<file path="config.mk">
export PLATFORM = sky130hd
export DESIGN_NAME = pwm_period_duty_meter_flat
export DESIGN_NICKNAME = d
export VERILOG_FILES = /design/src/rtl/pwmpdm_pkg.sv /design/src/rtl/pwmpdm_in_if.sv /design/src/rtl/pwmpdm_out_if.sv /design/src/rtl/pwmpdm_divider.sv /design/src/rtl/pwmpdm_datapath.sv /design/src/rtl/pwmpdm_ctrl.sv /design/src/rtl/pwm_period_duty_meter.sv /design/src/flat_wrapper.sv
export VERILOG_INCLUDE_DIRS = /design/src /design/src/rtl
export SDC_FILE = /design/constraint.sdc
export NUM_CORES = 1
export LEC_CHECK = 0
export BUFFER_PORTS_ARGS = -buffer_cell sky130_fd_sc_hd__buf_4
export CORE_ASPECT_RATIO = 1.4
export CORE_MARGIN = 1
export CORE_UTILIZATION = 35
export CTS_CLUSTER_SIZE = 30
export DETAILED_ROUTE_END_ITERATION = 16
export SETUP_SLACK_MARGIN = 0.15
export SLEW_MARGIN = 20
export SYNTH_ARGS = -nofsm -noshare
export SYNTH_HDL_FRONTEND = slang
export SYNTH_SLANG_ARGS = --single-unit
</file>
<file path="constraint.sdc">
create_clock -name clk -period 14.43 [get_ports clk]
set_input_delay 0.7215 -clock clk [delete_from_list [all_inputs] [get_ports clk]]
set_output_delay 0.7215 -clock clk [all_outputs]
set_load 0.02 [all_outputs]
</file>
<file path="src/rtl/pwm_period_duty_meter_defines.svh">
// Assertion macros for the PWM period and duty meter.
// Each check samples on the rising edge of clk and is off while rst is high.
`ifndef PWM_PERIOD_DUTY_METER_DEFINES_SVH
`define PWM_PERIOD_DUTY_METER_DEFINES_SVH

`ifndef SYNTHESIS
`define PWMPDM_ASSERT_IMP(lbl, ante, cons) \
  lbl: assert property (@(posedge clk) disable iff (rst) (ante) |-> (cons)) \
    else $error("pwmpdm check failed");
`define PWMPDM_ASSERT_NXT(lbl, ante, cons) \
  lbl: assert property (@(posedge clk) disable iff (rst) (ante) |=> (cons)) \
    else $error("pwmpdm check failed");
`else
`define PWMPDM_ASSERT_IMP(lbl, ante, cons)
`define PWMPDM_ASSERT_NXT(lbl, ante, cons)
`endif

`endif

</file>
<file path="src/rtl/pwmpdm_pkg.sv">
`timescale 1ns / 1ps
package pwmpdm_pkg;

  localparam int COUNTER_WIDTH = 16;
  localparam int STAMP_W       = COUNTER_WIDTH;
  localparam int PERIOD_W      = STAMP_W + 1;
  localparam int RATE_W        = 24;
  localparam int FREQ_W        = 24;
  localparam int DUTY_W        = 7;
  localparam int PROD_W        = STAMP_W + DUTY_W;
  localparam int DIV_W         = (RATE_W > PROD_W) ? RATE_W : PROD_W;
  localparam int DIV_CNT_W     = $clog2(DIV_W);

  localparam logic [DIV_CNT_W-1:0] DIV_LAST       = DIV_CNT_W'(DIV_W - 1);
  localparam logic [DUTY_W-1:0]    DUTY_SCALE     = DUTY_W'(100);
  localparam logic [RATE_W-1:0]    TICK_RATE_RESET = RATE_W'(250000);

  localparam logic CMD_START = 1'b0;
  localparam logic CMD_EDGE  = 1'b1;

  typedef enum logic [3:0] {
    ST_IDLE,
    ST_RISE1,
    ST_FALL,
    ST_RISE2,
    ST_PREP,
    ST_CHECK,
    ST_FDIV,
    ST_DSTART,
    ST_DDIV,
    ST_LOAD
  } ctrl_state_t;

  typedef struct packed {
    logic cap_rise;
    logic cap_fall;
    logic cap_close;
    logic prep;
    logic div_start;
    logic div_duty;
    logic store_freq;
    logic load_out;
  } dp_cmd_t;

  typedef struct packed {
    logic div_busy;
    logic div_done;
    logic zero_period;
    logic out_free;
  } dp_sts_t;

endpackage

</file>
<file path="src/rtl/pwmpdm_in_if.sv">
`timescale 1ns / 1ps
interface pwmpdm_in_if import pwmpdm_pkg::*; ();
  logic               valid;
  logic               ready;
  logic               command;
  logic               edge_rising;
  logic [STAMP_W-1:0] timestamp;

  modport source (output valid, output command, output edge_rising, output timestamp,
                  input ready);
  modport sink (input valid, input command, input edge_rising, input timestamp,
                output ready);
endinterface

</file>
<file path="src/rtl/pwmpdm_out_if.sv">
`timescale 1ns / 1ps
interface pwmpdm_out_if import pwmpdm_pkg::*; ();
  logic               valid;
  logic               ready;
  logic [FREQ_W-1:0]  frequency_hz;
  logic [DUTY_W-1:0]  duty_percent;
  logic [STAMP_W-1:0] high_ticks;
  logic [STAMP_W-1:0] low_ticks;
  logic               zero_period;

  modport source (output valid, output frequency_hz, output duty_percent,
                  output high_ticks, output low_ticks, output zero_period,
                  input ready);
  modport sink (input valid, input frequency_hz, input duty_percent,
                input high_ticks, input low_ticks, input zero_period,
                output ready);
endinterface

</file>
<file path="src/rtl/pwmpdm_divider.sv">
`timescale 1ns / 1ps
module pwmpdm_divider import pwmpdm_pkg::*; (
  input  logic                clk,
  input  logic                rst,
  input  logic                start,
  input  logic [DIV_W-1:0]    dividend,
  input  logic [PERIOD_W-1:0] divisor,
  output logic [DIV_W-1:0]    quotient,
  output logic                busy,
  output logic                done
);

  logic [DIV_CNT_W-1:0] cnt;
  logic [DIV_W-1:0]     quo;
  logic [PERIOD_W-1:0]  rem;
  logic [PERIOD_W-1:0]  dsr;
  logic [PERIOD_W:0]    trial;
  logic [PERIOD_W:0]    diff;
  logic                 fits;
  logic [PERIOD_W-1:0]  rem_next;

  // restoring step: bring down one dividend bit, subtract if it fits
  always_comb begin
    trial    = {rem, quo[DIV_W-1]};
    diff     = trial - {1'b0, dsr};
    fits     = ~diff[PERIOD_W];
    rem_next = fits ? diff[PERIOD_W-1:0] : trial[PERIOD_W-1:0];
  end

  always_ff @(posedge clk) begin
    if (rst) begin
      busy <= 1'b0;
      done <= 1'b0;
      cnt  <= '0;
    end else begin
      done <= 1'b0;
      if (start) begin
        busy <= 1'b1;
        cnt  <= '0;
      end else if (busy) begin
        cnt <= cnt + 1'b1;
        if (cnt == DIV_LAST) begin
          busy <= 1'b0;
          done <= 1'b1;
        end
      end
    end
  end

  always_ff @(posedge clk) begin
    if (start) begin
      quo <= dividend;
      rem <= '0;
      dsr <= divisor;
    end else if (busy) begin
      quo <= {quo[DIV_W-2:0], fits};
      rem <= rem_next;
    end
  end

  assign quotient = quo;

endmodule

</file>
<file path="src/rtl/pwmpdm_datapath.sv">
`timescale 1ns / 1ps
module pwmpdm_datapath import pwmpdm_pkg::*; (
  input  logic                 clk,
  input  logic                 rst,
  input  logic                 cfg_wr_en,
  input  logic [RATE_W-1:0]    cfg_wr_data,
  input  logic [STAMP_W-1:0]   stamp,
  input  dp_cmd_t              cmd,
  output dp_sts_t              sts,
  pwmpdm_out_if.source         out_ch
);

  logic [RATE_W-1:0]   tick_rate;
  logic [STAMP_W-1:0]  first_rise;
  logic [STAMP_W-1:0]  fall;
  logic [STAMP_W-1:0]  high_t;
  logic [STAMP_W-1:0]  low_t;
  logic [PERIOD_W-1:0] period;
  logic [PROD_W-1:0]   prod;
  logic [FREQ_W-1:0]   freq;
  logic                out_valid;
  logic [DIV_W-1:0]    div_dividend;
  logic [DIV_W-1:0]    div_quotient;
  logic                div_busy;
  logic                div_done;

  always_ff @(posedge clk) begin
    if (rst) begin
      tick_rate <= TICK_RATE_RESET;
    end else if (cfg_wr_en) begin
      tick_rate <= cfg_wr_data;
    end
  end

  // tick counts wrap modulo the counter width
  always_ff @(posedge clk) begin
    if (cmd.cap_rise) begin
      first_rise <= stamp;
    end
    if (cmd.cap_fall) begin
      fall <= stamp;
    end
    if (cmd.cap_close) begin
      high_t <= fall - first_rise;
      low_t  <= stamp - fall;
    end
    if (cmd.prep) begin
      period <= {1'b0, high_t} + {1'b0, low_t};
      prod   <= PROD_W'(high_t) * PROD_W'(DUTY_SCALE);
    end
    if (cmd.store_freq) begin
      freq <= div_quotient[FREQ_W-1:0];
    end
  end

  assign div_dividend = cmd.div_duty ? DIV_W'(prod) : DIV_W'(tick_rate);

  pwmpdm_divider u_div (
    .clk      (clk),
    .rst      (rst),
    .start    (cmd.div_start),
    .dividend (div_dividend),
    .divisor  (period),
    .quotient (div_quotient),
    .busy     (div_busy),
    .done     (div_done)
  );

  always_ff @(posedge clk) begin
    if (rst) begin
      out_valid <= 1'b0;
    end else if (cmd.load_out) begin
      out_valid <= 1'b1;
    end else if (out_ch.ready) begin
      out_valid <= 1'b0;
    end
  end

  always_ff @(posedge clk) begin
    if (cmd.load_out) begin
      out_ch.high_ticks  <= high_t;
      out_ch.low_ticks   <= low_t;
      out_ch.zero_period <= sts.zero_period;
      if (sts.zero_period) begin
        out_ch.frequency_hz <= '0;
        out_ch.duty_percent <= '0;
      end else begin
        out_ch.frequency_hz <= freq;
        out_ch.duty_percent <= div_quotient[DUTY_W-1:0];
      end
    end
  end

  assign out_ch.valid = out_valid;

  always_comb begin
    sts.div_busy    = div_busy;
    sts.div_done    = div_done;
    sts.zero_period = (period == '0);
    sts.out_free    = ~out_valid | out_ch.ready;
  end

endmodule

</file>
<file path="src/rtl/pwmpdm_ctrl.sv">
`timescale 1ns / 1ps
module pwmpdm_ctrl import pwmpdm_pkg::*; (
  input  logic    clk,
  input  logic    rst,
  input  logic    in_valid,
  input  logic    command,
  input  logic    edge_rising,
  output logic    in_ready,
  input  dp_sts_t sts,
  output dp_cmd_t cmd
);

  ctrl_state_t state;
  ctrl_state_t state_next;
  logic        accept;
  logic        start_beat;
  logic        edge_beat;

  always_ff @(posedge clk) begin
    if (rst) begin
      state <= ST_IDLE;
    end else begin
      state <= state_next;
    end
  end

  always_comb begin
    in_ready = (state == ST_IDLE) || (state == ST_RISE1) ||
               (state == ST_FALL) || (state == ST_RISE2);
  end

  assign accept     = in_valid & in_ready;
  assign start_beat = accept & (command == CMD_START);
  assign edge_beat  = accept & (command == CMD_EDGE);

  always_comb begin
    state_next = state;
    case (state)
      ST_IDLE: begin
        if (start_beat) state_next = ST_RISE1;
      end
      ST_RISE1: begin
        if (start_beat) state_next = ST_RISE1;
        else if (edge_beat && edge_rising) state_next = ST_FALL;
      end
      ST_FALL: begin
        if (start_beat) state_next = ST_RISE1;
        else if (edge_beat && !edge_rising) state_next = ST_RISE2;
      end
      ST_RISE2: begin
        if (start_beat) state_next = ST_RISE1;
        else if (edge_beat && edge_rising) state_next = ST_PREP;
      end
      ST_PREP: begin
        state_next = ST_CHECK;
      end
      ST_CHECK: begin
        // skip both divisions on an empty period
        state_next = sts.zero_period ? ST_LOAD : ST_FDIV;
      end
      ST_FDIV: begin
        if (sts.div_done) state_next = ST_DSTART;
      end
      ST_DSTART: begin
        state_next = ST_DDIV;
      end
      ST_DDIV: begin
        if (sts.div_done) state_next = ST_LOAD;
      end
      ST_LOAD: begin
        if (sts.out_free) state_next = ST_IDLE;
      end
      default: begin
        state_next = ST_IDLE;
      end
    endcase
  end

  always_comb begin
    cmd            = '0;
    cmd.cap_rise   = (state == ST_RISE1) && edge_beat && edge_rising;
    cmd.cap_fall   = (state == ST_FALL) && edge_beat && !edge_rising;
    cmd.cap_close  = (state == ST_RISE2) && edge_beat && edge_rising;
    cmd.prep       = (state == ST_PREP);
    cmd.div_start  = ((state == ST_CHECK) && !sts.zero_period) || (state == ST_DSTART);
    cmd.div_duty   = (state == ST_DSTART);
    cmd.store_freq = (state == ST_FDIV) && sts.div_done;
    cmd.load_out   = (state == ST_LOAD) && sts.out_free;
  end

endmodule

</file>
<file path="src/rtl/pwm_period_duty_meter.sv">
`timescale 1ns / 1ps
// PWM period and duty meter.
// in_ch carries one beat per command: command 0 arms the meter (and restarts a
// measurement in progress), command 1 is an edge event with its polarity and the
// 16-bit free-running counter value. Edges while idle or of the wrong polarity
// are dropped. Rising, falling, rising edges close one measurement.
// out_ch carries one beat per measurement: frequency, duty percent, high and low
// tick counts and a zero-period flag (frequency and duty forced to 0).
// cfg_wr_en/cfg_wr_data write the tick rate; write only while idle.
// Each input beat is taken in one cycle while the meter waits for edges. After
// the closing edge, input is held off while one shared 24-step restoring divider
// computes frequency then duty; both divisions are skipped when the period is zero.
// The result sits in an output register; a stalled receiver does not block the
// edges of the next measurement, but input is held off while its result waits.
// Synchronous reset returns to idle with the tick rate at 250000 Hz and no
// result pending.
`include "pwm_period_duty_meter_defines.svh"
module pwm_period_duty_meter import pwmpdm_pkg::*; (
  input  logic              clk,
  input  logic              rst,
  input  logic              cfg_wr_en,
  input  logic [RATE_W-1:0] cfg_wr_data,
  pwmpdm_in_if.sink         in_ch,
  pwmpdm_out_if.source      out_ch
);

  dp_cmd_t cmd;
  dp_sts_t sts;

  pwmpdm_ctrl u_ctrl (
    .clk         (clk),
    .rst         (rst),
    .in_valid    (in_ch.valid),
    .command     (in_ch.command),
    .edge_rising (in_ch.edge_rising),
    .in_ready    (in_ch.ready),
    .sts         (sts),
    .cmd         (cmd)
  );

  pwmpdm_datapath u_dp (
    .clk         (clk),
    .rst         (rst),
    .cfg_wr_en   (cfg_wr_en),
    .cfg_wr_data (cfg_wr_data),
    .stamp       (in_ch.timestamp),
    .cmd         (cmd),
    .sts         (sts),
    .out_ch      (out_ch)
  );

  `PWMPDM_ASSERT_IMP(a_no_overwrite, cmd.load_out, !out_ch.valid || out_ch.ready)
  `PWMPDM_ASSERT_IMP(a_no_input_while_div, in_ch.ready, !sts.div_busy)
  `PWMPDM_ASSERT_IMP(a_start_when_free, cmd.div_start, !sts.div_busy)
  `PWMPDM_ASSERT_NXT(a_load_shows, cmd.load_out, out_ch.valid)

endmodule
</file>
<file path="src/flat_wrapper.sv">
// flat-port wrapper written by rule: the top's interface ports become plain ports
module pwm_period_duty_meter_flat import pwmpdm_pkg::*;
  (clk, rst, cfg_wr_en, cfg_wr_data, in_ch_valid, in_ch_command, in_ch_edge_rising, in_ch_timestamp, in_ch_ready, out_ch_valid, out_ch_frequency_hz, out_ch_duty_percent, out_ch_high_ticks, out_ch_low_ticks, out_ch_zero_period, out_ch_ready);
  pwmpdm_in_if in_ch_i ();
  pwmpdm_out_if out_ch_i ();
  input  logic clk;
  input  logic rst;
  input  logic cfg_wr_en;
  input  logic [RATE_W-1:0] cfg_wr_data;
  input wire logic [$bits(in_ch_i.valid)-1:0] in_ch_valid;
  input wire logic [$bits(in_ch_i.command)-1:0] in_ch_command;
  input wire logic [$bits(in_ch_i.edge_rising)-1:0] in_ch_edge_rising;
  input wire logic [$bits(in_ch_i.timestamp)-1:0] in_ch_timestamp;
  output wire logic [$bits(in_ch_i.ready)-1:0] in_ch_ready;
  output wire logic [$bits(out_ch_i.valid)-1:0] out_ch_valid;
  output wire logic [$bits(out_ch_i.frequency_hz)-1:0] out_ch_frequency_hz;
  output wire logic [$bits(out_ch_i.duty_percent)-1:0] out_ch_duty_percent;
  output wire logic [$bits(out_ch_i.high_ticks)-1:0] out_ch_high_ticks;
  output wire logic [$bits(out_ch_i.low_ticks)-1:0] out_ch_low_ticks;
  output wire logic [$bits(out_ch_i.zero_period)-1:0] out_ch_zero_period;
  input wire logic [$bits(out_ch_i.ready)-1:0] out_ch_ready;
  assign in_ch_i.valid = in_ch_valid;
  assign in_ch_i.command = in_ch_command;
  assign in_ch_i.edge_rising = in_ch_edge_rising;
  assign in_ch_i.timestamp = in_ch_timestamp;
  assign in_ch_ready = in_ch_i.ready;
  assign out_ch_valid = out_ch_i.valid;
  assign out_ch_frequency_hz = out_ch_i.frequency_hz;
  assign out_ch_duty_percent = out_ch_i.duty_percent;
  assign out_ch_high_ticks = out_ch_i.high_ticks;
  assign out_ch_low_ticks = out_ch_i.low_ticks;
  assign out_ch_zero_period = out_ch_i.zero_period;
  assign out_ch_i.ready = out_ch_ready;
  pwm_period_duty_meter u_core (.clk(clk), .rst(rst), .cfg_wr_en(cfg_wr_en), .cfg_wr_data(cfg_wr_data), .in_ch(in_ch_i), .out_ch(out_ch_i));
endmodule
</file>
**Word-level counts from Yosys, hierarchy flattened**

Cells that the tools add are included.

- Register bits: 284
- Bits in latches: 0
- RAM bits: 0
- Memory bits (read-only): 0
- Output and inout bits: 66
- Memories: 0

- Add/subtract/negate cells: 5
- Multiply operators: 1
- Div/mod/pow operators: 0
- Magnitude comparators: 0
- Eq/ne operators: 17
- Shift-type cells: 0
- Muxes and demuxes: 22
- Bitwise gates (word level): 8
- Reduce and logical (&&, ||, !) cells: 24

Operator list:

| kind | count |
|---|---|
| $mux W24 | 3 |
| $mux W4 | 11 |
| $pmux W4 S10 | 1 |
| $sub A16 B16 Y16 | 2 |
| $mul A16 B5 Y21 const B | 1 |
| $sub A18 B17 Y18 | 1 |
| $add A16 B16 Y17 | 1 |
| $logic_not A17 Y1 | 1 |
| $mux W17 | 1 |
| $eq A4 B3 Y1 const B | 4 |
| $logic_and A1 B1 Y1 | 11 |
| $ne A3 B3 Y1 const B | 3 |
| $eq A4 B2 Y1 const B | 2 |
| $eq A4 B4 Y1 const B | 2 |
| $ne A2 B2 Y1 const B | 4 |
| $reduce_and A7 Y1 | 1 |
| $mux W1 | 6 |
| $add A5 B1 Y5 const B | 1 |
| $eq A5 B5 Y1 const B | 1 |
| $eq A4 B1 Y1 const B | 1 |
| $logic_not A4 Y1 | 1 |
| $logic_or A1 B1 Y1 | 4 |
| $not A1 Y1 | 4 |
| $reduce_bool A2 Y1 | 2 |
| other kinds (5) | 8 |

**Depth between registers and ports, before layout**

Gate-level depths: netlist (run 1).

- Word-level depth: 10
- Mapped depth: 13
- Gate-level depth less buffers: 13

**Cells and area by module**

A second synthesis (run 1) with hierarchy kept.

- Cell total of the unflattened synthesis: 1262
- Area, all modules: 15070.7 µm²

Modules (own cells, without submodules):

| module | times used | cells each | area each (µm²) | seq. area each (µm²) |
|---|---|---|---|---|
| pwmpdm_datapath | 1 | 866 | 11059.4 | 6206.0 |
| pwmpdm_divider | 1 | 343 | 3583.4 | 1711.6 |
| pwmpdm_ctrl | 1 | 53 | 427.9 | 80.1 |

**Worst setup path after synthesis (run 1)**

No wires, ideal clock.

- Path type: register to register
- Start: reg u_core.u_ctrl.state[0]
- End: reg u_core.u_dp.period[0] (enable)
- Arrival time: 4.689 ns
- Data required time: 13.888 ns
- Setup slack: 9.199 ns
- Cell stages (with the launch flop): 4
- Buffers on the path: 2
- Clock period less this slack: 5.231 ns
- Cell sequence: dfxtp_1 -> clkbuf_1 -> clkbuf_1 -> nor4b_1

- Word-level cells in the longest chain between the ends: 1

Ends and longest elaborated chain:

| element | RTL line | RTL |
|---|---|---|
| start, declared | pwmpdm_ctrl.sv:13 | `ctrl_state_t state;` |
| start signal, assigned | pwmpdm_ctrl.sv:23 | `state <= state_next;` |
| $eq A4 B3 Y1 | pwmpdm_ctrl.sv:84 | `cmd.prep = (state == ST_PREP);` |
| end signal, assigned | pwmpdm_datapath.sv:48 | `period <= {1'b0, high_t} + {1'b0, low_t};` |
| end, declared | pwmpdm_datapath.sv:18 | `logic [PERIOD_W-1:0] period;` |

Every way passes these cells.
A chain may end at the register's enable or synchronous reset.

**Worst setup path in the final report (run 1)**

- Start: reg u_core.u_ctrl.state[0]
- End: reg u_core.u_dp.u_div.quo[11], in the netlist u_core.u_dp.u_div.quotient[11] (enable)

- Word-level cells in the longest chain between the ends: 4

Ends and longest elaborated chain:

| element | RTL line | RTL |
|---|---|---|
| $eq A4 B3 Y1 | pwmpdm_ctrl.sv:85 | `cmd.div_start = ((state == ST_CHECK) && !sts.zero_period) \|\| (state == ST_DSTART);` |
| $logic_and A1 B1 Y1 | pwmpdm_ctrl.sv:85 |  |
| $logic_or A1 B1 Y1 * | pwmpdm_ctrl.sv:85 |  |
| $reduce_bool A2 Y1 (no line) * | -- |  |
| end signal, assigned | pwmpdm_divider.sv:52 | `quo <= dividend;` |
| end signal, assigned | pwmpdm_divider.sv:56 | `quo <= {quo[DIV_W-2:0], fits};` |
| end, declared | pwmpdm_divider.sv:14 | `logic [DIV_W-1:0] quo;` |

Mark *: on every way between the ends. The rest lies on a longest branch, timed or not.

==> results of run 1 <==
routing by layer:
layer	wire, µm	GRT usage [%]	vias up
li1	-	-	4764
met1	12400	16.25	4451
met2	16390	27.16	157
met3	1465	2.892	43
met4	842	5.090	4
met5	31	0	-
sequential cells by signal (all words and copies together), names as in the netlist, 7 cells and up:
register / count
u_core.u_dp.prod: 21
u_core.u_dp.u_div.quotient: 24
u_core.u_dp.out_ch.high_ticks: 16
u_core.u_dp.out_ch.duty_percent: 7
u_core.u_dp.high_t: 16
u_core.u_dp.first_rise: 16
u_core.u_dp.out_ch.low_ticks: 16
u_core.u_dp.out_ch.frequency_hz: 24
u_core.u_dp.freq: 24
u_core.u_dp.low_t: 16
u_core.u_dp.u_div.rem: 17
u_core.u_dp.period: 17
u_core.u_dp.fall: 16
u_core.u_dp.u_div.dsr: 17
u_core.u_dp.tick_rate: 24
synthesized netlist by cell type, types with 22 or more instances:
cell,n
edfxtp_1,231
inv_1,117
ha_1,116
nor2_1,112
a21oi_1,66
nor2b_1,55
dfxtp_1,53
o21ai_0,46
xnor2_1,44
nand2_1,40
mux2i_1,32
o21a_1,24
a21o_1,23
o22ai_1,22
power groups by stage:
stage	Sequential (mW)	Clock, mW	Combinational [mW]
floorplan	0.920	0	0.158
global placement	0.927	0	0.194
detailed placement	0.927	0	0.196
CTS	0.910	0.767	0.197
global route	0.911	0.798	0.219
finish	0.910	0.741	0.196
kinds of logic after synthesis:
logic type / after synthesis
compound gates: 265
buf+inv: 151
fa+ha+maj: 131
flops: 284
simple gates: 312
xor+xnor: 63
mux: 33
through the flow:
| step | cells | hold slack (ns) |
|---|---|---|
| floorplan | 1239 | 0.4260 |
| global placement | 1869 | 0.4327 |
| detailed placement | 1869 | 0.4360 |
| CTS | 1921 | 0.2947 |
| global route | 1921 | 0.3030 |
| finish | 1921 | 0.3376 |
worst max path at each step:
stage	startpoint	endpoint	slack (ns)	cells past startpoint
2_1_floorplan	u_core.u_ctrl.state[0]$_SDFFE_PP0P_	u_core.u_dp.period[0]$_DFFE_PP_	9.20	3
3_3_place_gp	u_core.u_ctrl.state[0]$_SDFFE_PP0P_	u_core.u_dp.u_div.quotient[18]$_DFFE_PP_	10.51	6
3_5_place_dp	u_core.u_ctrl.state[0]$_SDFFE_PP0P_	u_core.u_dp.u_div.quotient[15]$_DFFE_PP_	10.40	6
4_1_cts	u_core.u_ctrl.state[0]$_SDFFE_PP0P_	u_core.u_dp.u_div.quotient[13]$_DFFE_PP_	10.37	6
5_1_grt	u_core.u_ctrl.state[0]$_SDFFE_PP0P_	u_core.u_dp.u_div.quotient[12]$_DFFE_PP_	10.07	6
6_report	u_core.u_ctrl.state[0]$_SDFFE_PP0P_	u_core.u_dp.u_div.quotient[11]$_DFFE_PP_	10.40	6
cell type report:
cell class,count,area share [%]
Clock buffer,37,4.673
Multi-Input combinational cell,804,35.56
Timing Repair Buffer,123,5.414
Sequential cell,284,46.89
Clock inverter,15,0.9024
Inverter,118,2.597
Tap cell,540,3.962
critical path: cells and delay by family, from the launching register on:
family                 cells  cell delay [ns]
AND/OR/NAND/NOR            4             1.51
flip-flops                 1             0.69
buffers and inverters      2             1.45
==> metrics.md, run 1 <==
| Metric | Value |
|---|---|
| Core box area | `41180 µm²` |
| Post-DRT Antenna Nets | `0` |
| Sw frac | `23.60%` |
| Clock power share | `between 40% and 50%` |
| Post-synth EDFFs | `231` |
| CP Max Fanout | `46` |
| Setup CP Type | `register to register` |
| CTS Buf Count | `28` |
| Grt ovf | `0` |
| Fin nets | `1537` |
| # IOs | `113` |
| Setup_tns | `0 ns` |
| Most common cell after layout, fill and taps aside | `edfxtp_1` |
| GRT Overall Usage | `14.57%` |
| Cell area after synthesis | `14640 µm²` |
| Sequential area share after synthesis | `54.64%` |
| Post-synth ARST share | `0%` |
| Cts hold-fix bufs | `0` |
| Slew Limit Fails | `0` |
| Main combinational cell family by area after synthesis | `compound AO/OA/AOI/OAI gates` |
| Critical Path Max Stage Delay | `0.74 ns` |
| Chip width | `174.8 µm` |
| Finished Cell Area | `17060 µm²` |
| DRC | `0` |
| Clk_lat worst skew | `0.58 ns` |
| Root Driver | `clkbuf_16` |
| Area of the multi-input gates | `6065 µm²` |
| Post-layout util | `roughly two fifths` |
| Drt pass-1 iters | `5` |
| Mux cell area share after synthesis | `2.265%` |
| Post-layout min period | `4.027 ns` |
| Filler cells | `between 3000 and 4000` |
| Reg2Reg Launch Point | `u_core.u_ctrl.state[0]$_SDFFE_PP0P_` |
| Rows | `88` |
| Layout cell share with drive strength beyond 1 | `14.27%` |
| Leading register cell type out of synthesis | `edfxtp_1` |
| Synth Area in Compound Gates | `12.22%` |
| Crit-path cells | `nand2_1, or3_1, and2_1, inv_2, nor2_2, inv_1` |
| Tot Pwr | `1.847 mW` |
| Top cell type's share of synthesized area | `47.39%` |
| Post-DP Area | `around 16000 µm²` |
| Initial Util | `35.55%` |
| Mapped Cells | `1239` |
| Syn avg cell area | `between 10 and 15 µm²` |
| Post-Synth Simple-Gate Area | `between 10 and 15%` |
| Largest net degree at the start of global routing | `65` |
| Post-Synth XOR/XNOR Area | `between 3 and 4%` |
| PortBufs | `112` |
| Cell count of the worst reg-to-reg path | `6` |
| Status | `finished clean` |
| Initial antenna violation count | `2` |
| Worst Setup Start Kind | `register` |
| Die ar. | `42660 µm²` |
| Internal Pwr Total | `1.411 mW` |
| First-pass GRT wire length | `49180 µm` |
| Yosys top cell by area | `edfxtp_1` |
| Commonest non-fill, non-tap cells in the layout | `edfxtp_1 (231), buf_4 (123), inv_1 (117), ha_1 (116), nor2_1 (110)` |
| Clk buf depth | `3` |
| Leak pwr | `between 6 and 7 nW` |
| Vias in the first global route | `9395` |
| DRT iter0 DRCs | `roughly 440` |
| Max_cap viols | `0` |
| Ant. Diodes | `0` |
| Post-CTS Setup Bufs | `0` |
| Worst R2R End | `u_core.u_dp.u_div.quotient[11]$_DFFE_PP_` |
| Sequential fraction of design power | `49.3%` |
| Max_slew headroom | `40.15%` |
| CTS tree | `built` |
| Crit. End Element | `register` |
| Hold Path Cell Cnt | `1` |
| Final Hold Fails | `0` |
| FF-to-FF setup slack | `10.40 ns` |
| Post-synthesis register bit count | `284` |
| Setup Viol. Count Final | `0` |
| H-tree levels | `1` |
| Storage element area | `7998 µm²` |
| Die height | `244.0 µm` |
| Area grow syn2layout | `16.51%` |
| Pre-CTS WS | `10.40 ns` |
| Clk sinks | `between 200 and 300` |
| Unrepaired setup endpoints after global routing | `no` |
| Average wire per standard cell | `16.21 µm` |
| Top post-synthesis cells by area | `edfxtp_1 (47%), ha_1 (9.9%), dfxtp_1 (7.2%)` |
| CP arrival | `4.23 ns` |
| Post-synth cell types | `80` |
| Adder-cell share of the synthesized area | `11.97%` |
| Vias per std cell | `4.903` |
| Syn nets | `1417` |
| DP Wirelength | `23540 µm` |
| Critical-path top delay cell | `inv_2` |
| Routed vias | `9419` |
| Worst-path clk slew | `0.07 ns` |
| WP data required | `14.63 ns` |
| WHS Endpoint | `u_core.u_dp.fall[12]$_DFFE_PP_` |
| GPL Wtd Cong | `0.8903` |
| Routed WL | `31130 µm` |
| Yosys warning total | `0` |
| Largest vdd supply drop | `0.09554 mV` |
| Max Freq | `between 200 and 250 MHz` |
| P_sw | `0.4360 mW` |
| Path category of the worst min-delay check | `primary input to register` |
| Final Skew | `roughly 0.026 ns` |
| Hold Startpoint | `in_ch_timestamp[12]` |
| Post_cts resized | `0` |
| Tcrit/Tclk final | `27.91%` |
| Pwr Density | `108.3 nW/µm²` |
| PnR worst setup slack | `10.40 ns` |
| Worst slew pin tran | `~0.90 ns` |
| Comb pwr share | `10.6%` |
Power figures use the tool's default switching activity.
==> run 2: changes to the inputs <==
- clock period: 14.43 -> 3.46 ns (I/O delays scaled with it)
==> metrics.md, run 2 (same netlist as run 1, synthesis figures left out) <==
| Metric | Value |
|---|---|
| Rows | `88` |
| Final Hold Fails | `0` |
| First-pass GRT wire length | `51030 µm` |
| Root Driver | `clkbuf_16` |
| GRT busiest layer | `met2` |
| Die ar. | `42660 µm²` |
| Most common cell after layout, fill and taps aside | `edfxtp_1` |
| # IOs | `113` |
| Finished Layout Cells | `2003` |
| Post-layout min period | `3.381 ns` |
| Routed vias | `a little under 10000` |
| Fin nets | `1619` |
| Chip width | `~170 µm` |
| Tot Pwr | `7.699 mW` |
| Status | `finished clean` |
| Setup CP Type | `register to register` |
| Leak pwr | `7.263 nW` |
| Grt ovf | `0` |
| Setup Viol. Count Final | `0` |
| Ant. Diodes | `0` |
| Clk_lat worst skew | `0.58 ns` |
| Average wire per standard cell | `between 15 and 20 µm` |
| Die height | `244.0 µm` |
| Clock power share | `approximately two fifths` |
| Clk sinks | `284` |
| Met3 global-route usage | `1.788%` |
| Final Skew | `around 0.03 ns` |
| DP Wirelength | `around 24000 µm` |
| Finished Cell Area | `17980 µm²` |
| P_sw | `between 1.5 and 2 mW` |
| Hold Path Cell Cnt | `2` |
| GRT met1 Usage | `16.87%` |
| Post-DRT Antenna Nets | `0` |
| Clk buf depth | `3` |
| Max_slew headroom | `between 40% and 50%` |
| Largest vdd supply drop | `0.3940 mV` |
| Unrepaired setup endpoints after global routing | `yes` |
| Slew Limit Fails | `0` |
| Worst Setup Start Kind | `register` |
| Worst-path clk slew | `0.07 ns` |
| Sw frac | `23.98%` |
| Initial antenna violation count | `0` |
| Worst slew pin tran | `0.8942 ns` |
| Largest net degree at the start of global routing | `65` |
| Tcrit/Tclk final | `between 90% and 100%` |
| Core box area | `just over 40000 µm²` |
| Pwr Density | `around 430 nW/µm²` |
| DRC | `0` |
| Cell count of the worst reg-to-reg path | `13` |
| GR Util met2 | `28.89%` |
| Crit. End Element | `register` |
| Initial Util | `between 30% and 40%` |
| Max Freq | `295.7 MHz` |
| Area grow syn2layout | `22.85%` |
| Layout cell share with drive strength beyond 1 | `18.05%` |
| Drt pass-1 iters | `5` |
| H-tree levels | `1` |
| Vias per std cell | `4.920` |
| PortBufs | `112` |
| GPL Wtd Cong | `0.8355` |
| Routed WL | `32630 µm` |
| WP data required | `3.91 ns` |
| CP arrival | `3.83 ns` |
| Setup_tns | `0 ns` |
| CTS tree | `built` |
| GRT Overall Usage | `15.10%` |
| CP Max Fanout | `4` |
| Vias in the first global route | `9828` |
| Internal Pwr Total | `5.853 mW` |
| CTS Buf Count | `30` |
| Post-Place Cells | `1892` |
| Path category of the worst min-delay check | `primary input to register` |
| DRT iter0 DRCs | `between 400 and 500` |
| Sequential fraction of design power | `approximately half` |
| Commonest non-fill, non-tap cells in the layout | `edfxtp_1 (231), buf_4 (160), inv_1 (112), nor2_1 (110), ha_1 (102)` |
| Comb pwr share | `11.2%` |
| Max_cap viols | `0` |
| Post-DP Area | `around 16000 µm²` |
==> run 2: changes by cell type in the layout (fill, tap and decap cells not counted), sizes merged <==
cell	before	now
bufinv	2	1
clkinv	10	11
buf	123	162
clkinvlp	1	2
clkbuf	37	38
dlygate4sd3	0	41
==> run 2: worst paths after layout <==
path | from | end | slack [ns]
min | rst | u_core.u_dp.tick_rate[2]$_SDFFE_PP0P_ | 0.03
min reg2reg | u_core.u_dp.period[10]$_DFFE_PP_ | u_core.u_dp.u_div.dsr[10]$_DFFE_PN_ | 0.45
max | u_core.u_dp.high_t[2]$_DFFE_PP_ | u_core.u_dp.prod[22]$_DFFE_PP_ | 0.08
max reg2reg | u_core.u_dp.high_t[2]$_DFFE_PP_ | u_core.u_dp.prod[22]$_DFFE_PP_ | 0.08
==> run 2: layout make-up <==
type	instances	area, µm²
Timing Repair Buffer	203	1643
Fill cell	3840	23200
Tap cell	540	675.6
Multi-Input combinational cell	804	6291
Clock buffer	38	800.8
Sequential cell	284	7998
Inverter	118	442.9
Clock inverter	16	131.4
==> run 2: timing repair <==
item,CTS,global route
endpoints found under the setup margin,5,6
gates resized for setup,8,19
hold buffers,41,0
pin swaps,14,24
buffers inserted,9,7
hold endpoints to repair,58,0
==> run 2: metal layers <==
layer  vias up  wire length (µm)
met4         0               976
li1       4910                 -
met3        59              1092
met2       177             17500
met1      4708             13060
met5         -                 0
==> run 2: power groups by stage <==
stage,clock [mW],sequential [mW],combinational [mW]
floorplan,0,3.84,0.660
finish,3.05,3.79,0.859
CTS,3.14,3.79,0.861
global placement,0,3.86,0.801
global route,3.27,3.80,0.952
detailed placement,0,3.86,0.819
==> run 2: critical path, stage by stage, from the launching register on <==
cell	delay (ns)
edfxtp_1	0.46
ha_1	0.35
ha_4	0.17
fa_1	0.49
ha_4	0.29
a21o_1	0.15
a21oi_4	0.08
nor2b_4	0.14
o311a_1	0.21
o22ai_2	0.09
buf_4	0.14
buf_6	0.11
or4b_1	0.47
nand4_1	0.10
==> run 2: stage by stage <==
step | setup WS (ns) | util (%) | hold WS (ns)
2_1_floorplan | 0.1114 | - | 0.2719
6_report | 0.07854 | 43.67 | 0.03128
4_1_cts | 0.08721 | 43.29 | 0.01059
3_3_place_gp | 0.05960 | 39.69 | 0.3769
5_1_grt | -0.04084 | 43.67 | 0.02503
3_5_place_dp | -0.0004143 | 39.69 | 0.3772
==> run 3: changes to the inputs <==
- BUFFER_PORTS_ARGS: -buffer_cell sky130_fd_sc_hd__buf_4 -> -buffer_cell sky130_fd_sc_hd__buf_2
==> metrics.md, run 3 (same netlist as run 1, synthesis figures left out) <==
| Metric | Value |
|---|---|
| Setup_tns | `0 ns` |
| Crit. End Element | `register` |
| CP Max Fanout | `5` |
| Clk buf depth | `3` |
| Drt pass-1 iters | `7` |
| CTS Buf Count | `30` |
| Rows | `88` |
| Path category of the worst min-delay check | `primary input to register` |
| Cell repeated most along the worst path | `ha_1` |
| Vias per std cell | `4.884` |
| WP buf/inv | `2` |
| Max_cap viols | `0` |
| Commonest non-fill, non-tap cells in the layout | `edfxtp_1 (231), inv_1 (116), buf_2 (112), nor2_1 (110), ha_1 (102)` |
| Post-Place Cells | `1895` |
| Max_slew headroom | `45.63%` |
| H-tree levels | `1` |
| P_sw | `1.886 mW` |
| Setup CP Type | `register to register` |
| Root Driver | `clkbuf_16` |
| Critical Path Max Stage Delay | `0.49 ns` |
| Most common cell after layout, fill and taps aside | `edfxtp_1` |
| Finished Layout Cells | `around 2000` |
| GRT met1 Usage | `16.68%` |
| Worst Setup Start Kind | `register` |
| Pwr Density | `439.9 nW/µm²` |
| Slew Limit Fails | `0` |
| Clk_lat worst skew | `0.59 ns` |
| Sw frac | `24.17%` |
| Max Freq | `293.0 MHz` |
| Cell count of the worst reg-to-reg path | `13` |
| WP data required | `slightly below 4 ns` |
| Critical Path Stages | `13` |
| GRT busiest layer | `met2` |
| Post-layout min period | `about 3.4 ns` |
| Initial antenna violation count | `0` |
| Fin nets | `~1600` |
| CP top delay family | `adder cells` |
| DRC | `0` |
| Met3 global-route usage | `1.664%` |
| Average wire per standard cell | `16.07 µm` |
| Core box area | `41180 µm²` |
| FF-to-FF setup slack | `0.05 ns` |
| Final Hold Fails | `0` |
| Final Skew | `0.03123 ns` |
| Area grow syn2layout | `21.14%` |
| CP arrival | `between 3 and 4 ns` |
| Routed WL | `32230 µm` |
| Initial Util | `35.55%` |
| Largest net degree at the start of global routing | `between 50 and 60` |
| First-pass GRT wire length | `around 50000 µm` |
| Crit-path cells | `ha_1, ha_1, inv_1, fa_1, inv_2, ha_4, a21o_1, a21oi_2, o21ai_2, or3_1, o22ai_2, or4b_1, o211ai_1` |
| Hold Path Cell Cnt | `2` |
| Clock power share | `about 41%` |
| Status | `finished clean` |
| PortBufs | `112` |
| Setup Viol. Count Final | `0` |
| CP endpoint | `u_core.u_dp.prod[20]$_DFFE_PP_` |
| Tot Pwr | `roughly 8 mW` |
| Die height | `244.0 µm` |
| CTS tree | `built` |
| Critical-path top delay cell | `fa_1` |
| Die ar. | `between 40000 and 50000 µm²` |
| Clk sinks | `284` |
| Internal Pwr Total | `5.916 mW` |
| Worst slew pin tran | `0.8156 ns` |
| Sequential fraction of design power | `between 40% and 50%` |
| Worst-path clk slew | `0.06 ns` |
| Grt ovf | `0` |
| Post-DRT Antenna Nets | `0` |
| Layout cell share with drive strength beyond 1 | `between 15 and 20%` |
| GPL Wtd Cong | `0.8554` |
| Routed vias | `9792` |
| Ant. Diodes | `0` |
| Unrepaired setup endpoints after global routing | `yes` |
| Reg2Reg Launch Point | `u_core.u_dp.high_t[8]$_DFFE_PP_` |
| # IOs | `113` |
| DRT iter0 DRCs | `503` |
| GRT Overall Usage | `14.92%` |
| Largest vdd supply drop | `0.3919 mV` |
| Tcrit/Tclk final | `98.64%` |
| Vias in the first global route | `9716` |
| DP Wirelength | `23900 µm` |
| Worst R2R End | `u_core.u_dp.prod[20]$_DFFE_PP_` |
| Comb pwr share | `10.7%` |
| Leak pwr | `7.205 nW` |
| Worst Setup SP | `u_core.u_dp.high_t[8]$_DFFE_PP_` |
| GR Util met2 | `28.21%` |
| Chip width | `174.8 µm` |
[run 3: cell types whose count changed in the layout (fill, tap and decap cells not counted), sizes merged]
cell,change
clkinvlp,-1
clkinv,-1
buf,+1
inv,+3
[run 3: area by class of cell]
cell class	instances	area, µm²
fillers	3909	23450
clock inverters	17	156.4
clock buffers	38	830.8
repair buffers	204	1366
flip-flops and latches	284	7998
inverters	118	442.9
multi-input cells	804	6262
well taps	540	675.6
[run 3: repair_timing]
action / CTS / global route
pin swaps: 11 / 8
hold buffers: 41 / 0
setup buffers: 10 / 4
resized for setup: 10 / 7
hold endpoints to repair: 57 / 0
setup endpoints to repair: 5 / 6
[run 3: worst reg2reg max path, cell delays in order (launching register included)]
cell	delay, ns
edfxtp_1	0.43
ha_1	0.33
ha_1	0.27
inv_1	0.04
fa_1	0.49
inv_2	0.05
ha_4	0.23
a21o_1	0.16
a21oi_2	0.13
o21ai_2	0.07
or3_1	0.36
o22ai_2	0.12
or4b_1	0.45
o211ai_1	0.11
[run 3: how the worst min path moves through the flow]
stage                        start                                     to  slack [ns]
6_report                       rst  u_core.u_dp.tick_rate[1]$_SDFFE_PP0P_        0.16
3_3_place_gp   in_ch_timestamp[15]         u_core.u_dp.fall[15]$_DFFE_PP_        0.39
3_5_place_dp   in_ch_timestamp[14]         u_core.u_dp.fall[14]$_DFFE_PP_        0.39
4_1_cts          in_ch_edge_rising         u_core.u_dp.fall[15]$_DFFE_PP_        0.13
2_1_floorplan   in_ch_timestamp[0]          u_core.u_dp.fall[0]$_DFFE_PP_        0.27
5_1_grt          in_ch_edge_rising         u_core.u_dp.fall[15]$_DFFE_PP_        0.16
[run 3: power by group through the flow]
stage / logic [mW] / clock network [mW] / registers (mW)
finish: 0.836 / 3.18 / 3.79
global placement: 0.785 / 0 / 3.86
detailed placement: 0.798 / 0 / 3.86
CTS: 0.840 / 3.26 / 3.79
floorplan: 0.660 / 0 / 3.84
global route: 0.931 / 3.38 / 3.79
[run 3: per-stage QoR]
step	util, %	setup slack [ns]	area (µm²)	hold slack (ns)
CTS	42.84	0.03066	17640	0.1292
global route	43.06	-0.08385	17730	0.1598
global placement	39.06	0.05354	16090	0.3921
floorplan	-	0.1114	14700	0.2719
detailed placement	39.06	-0.07150	16090	0.3920
finish	43.06	0.04714	17730	0.1599
[run 3: metal layers]
metal | part of all wire, % | vias to the layer above
met5 | 0 | -
met4 | 4.0 | 0
met3 | 3.0 | 62
met2 | 52 | 187
met1 | 41 | 4632
li1 | - | 4911
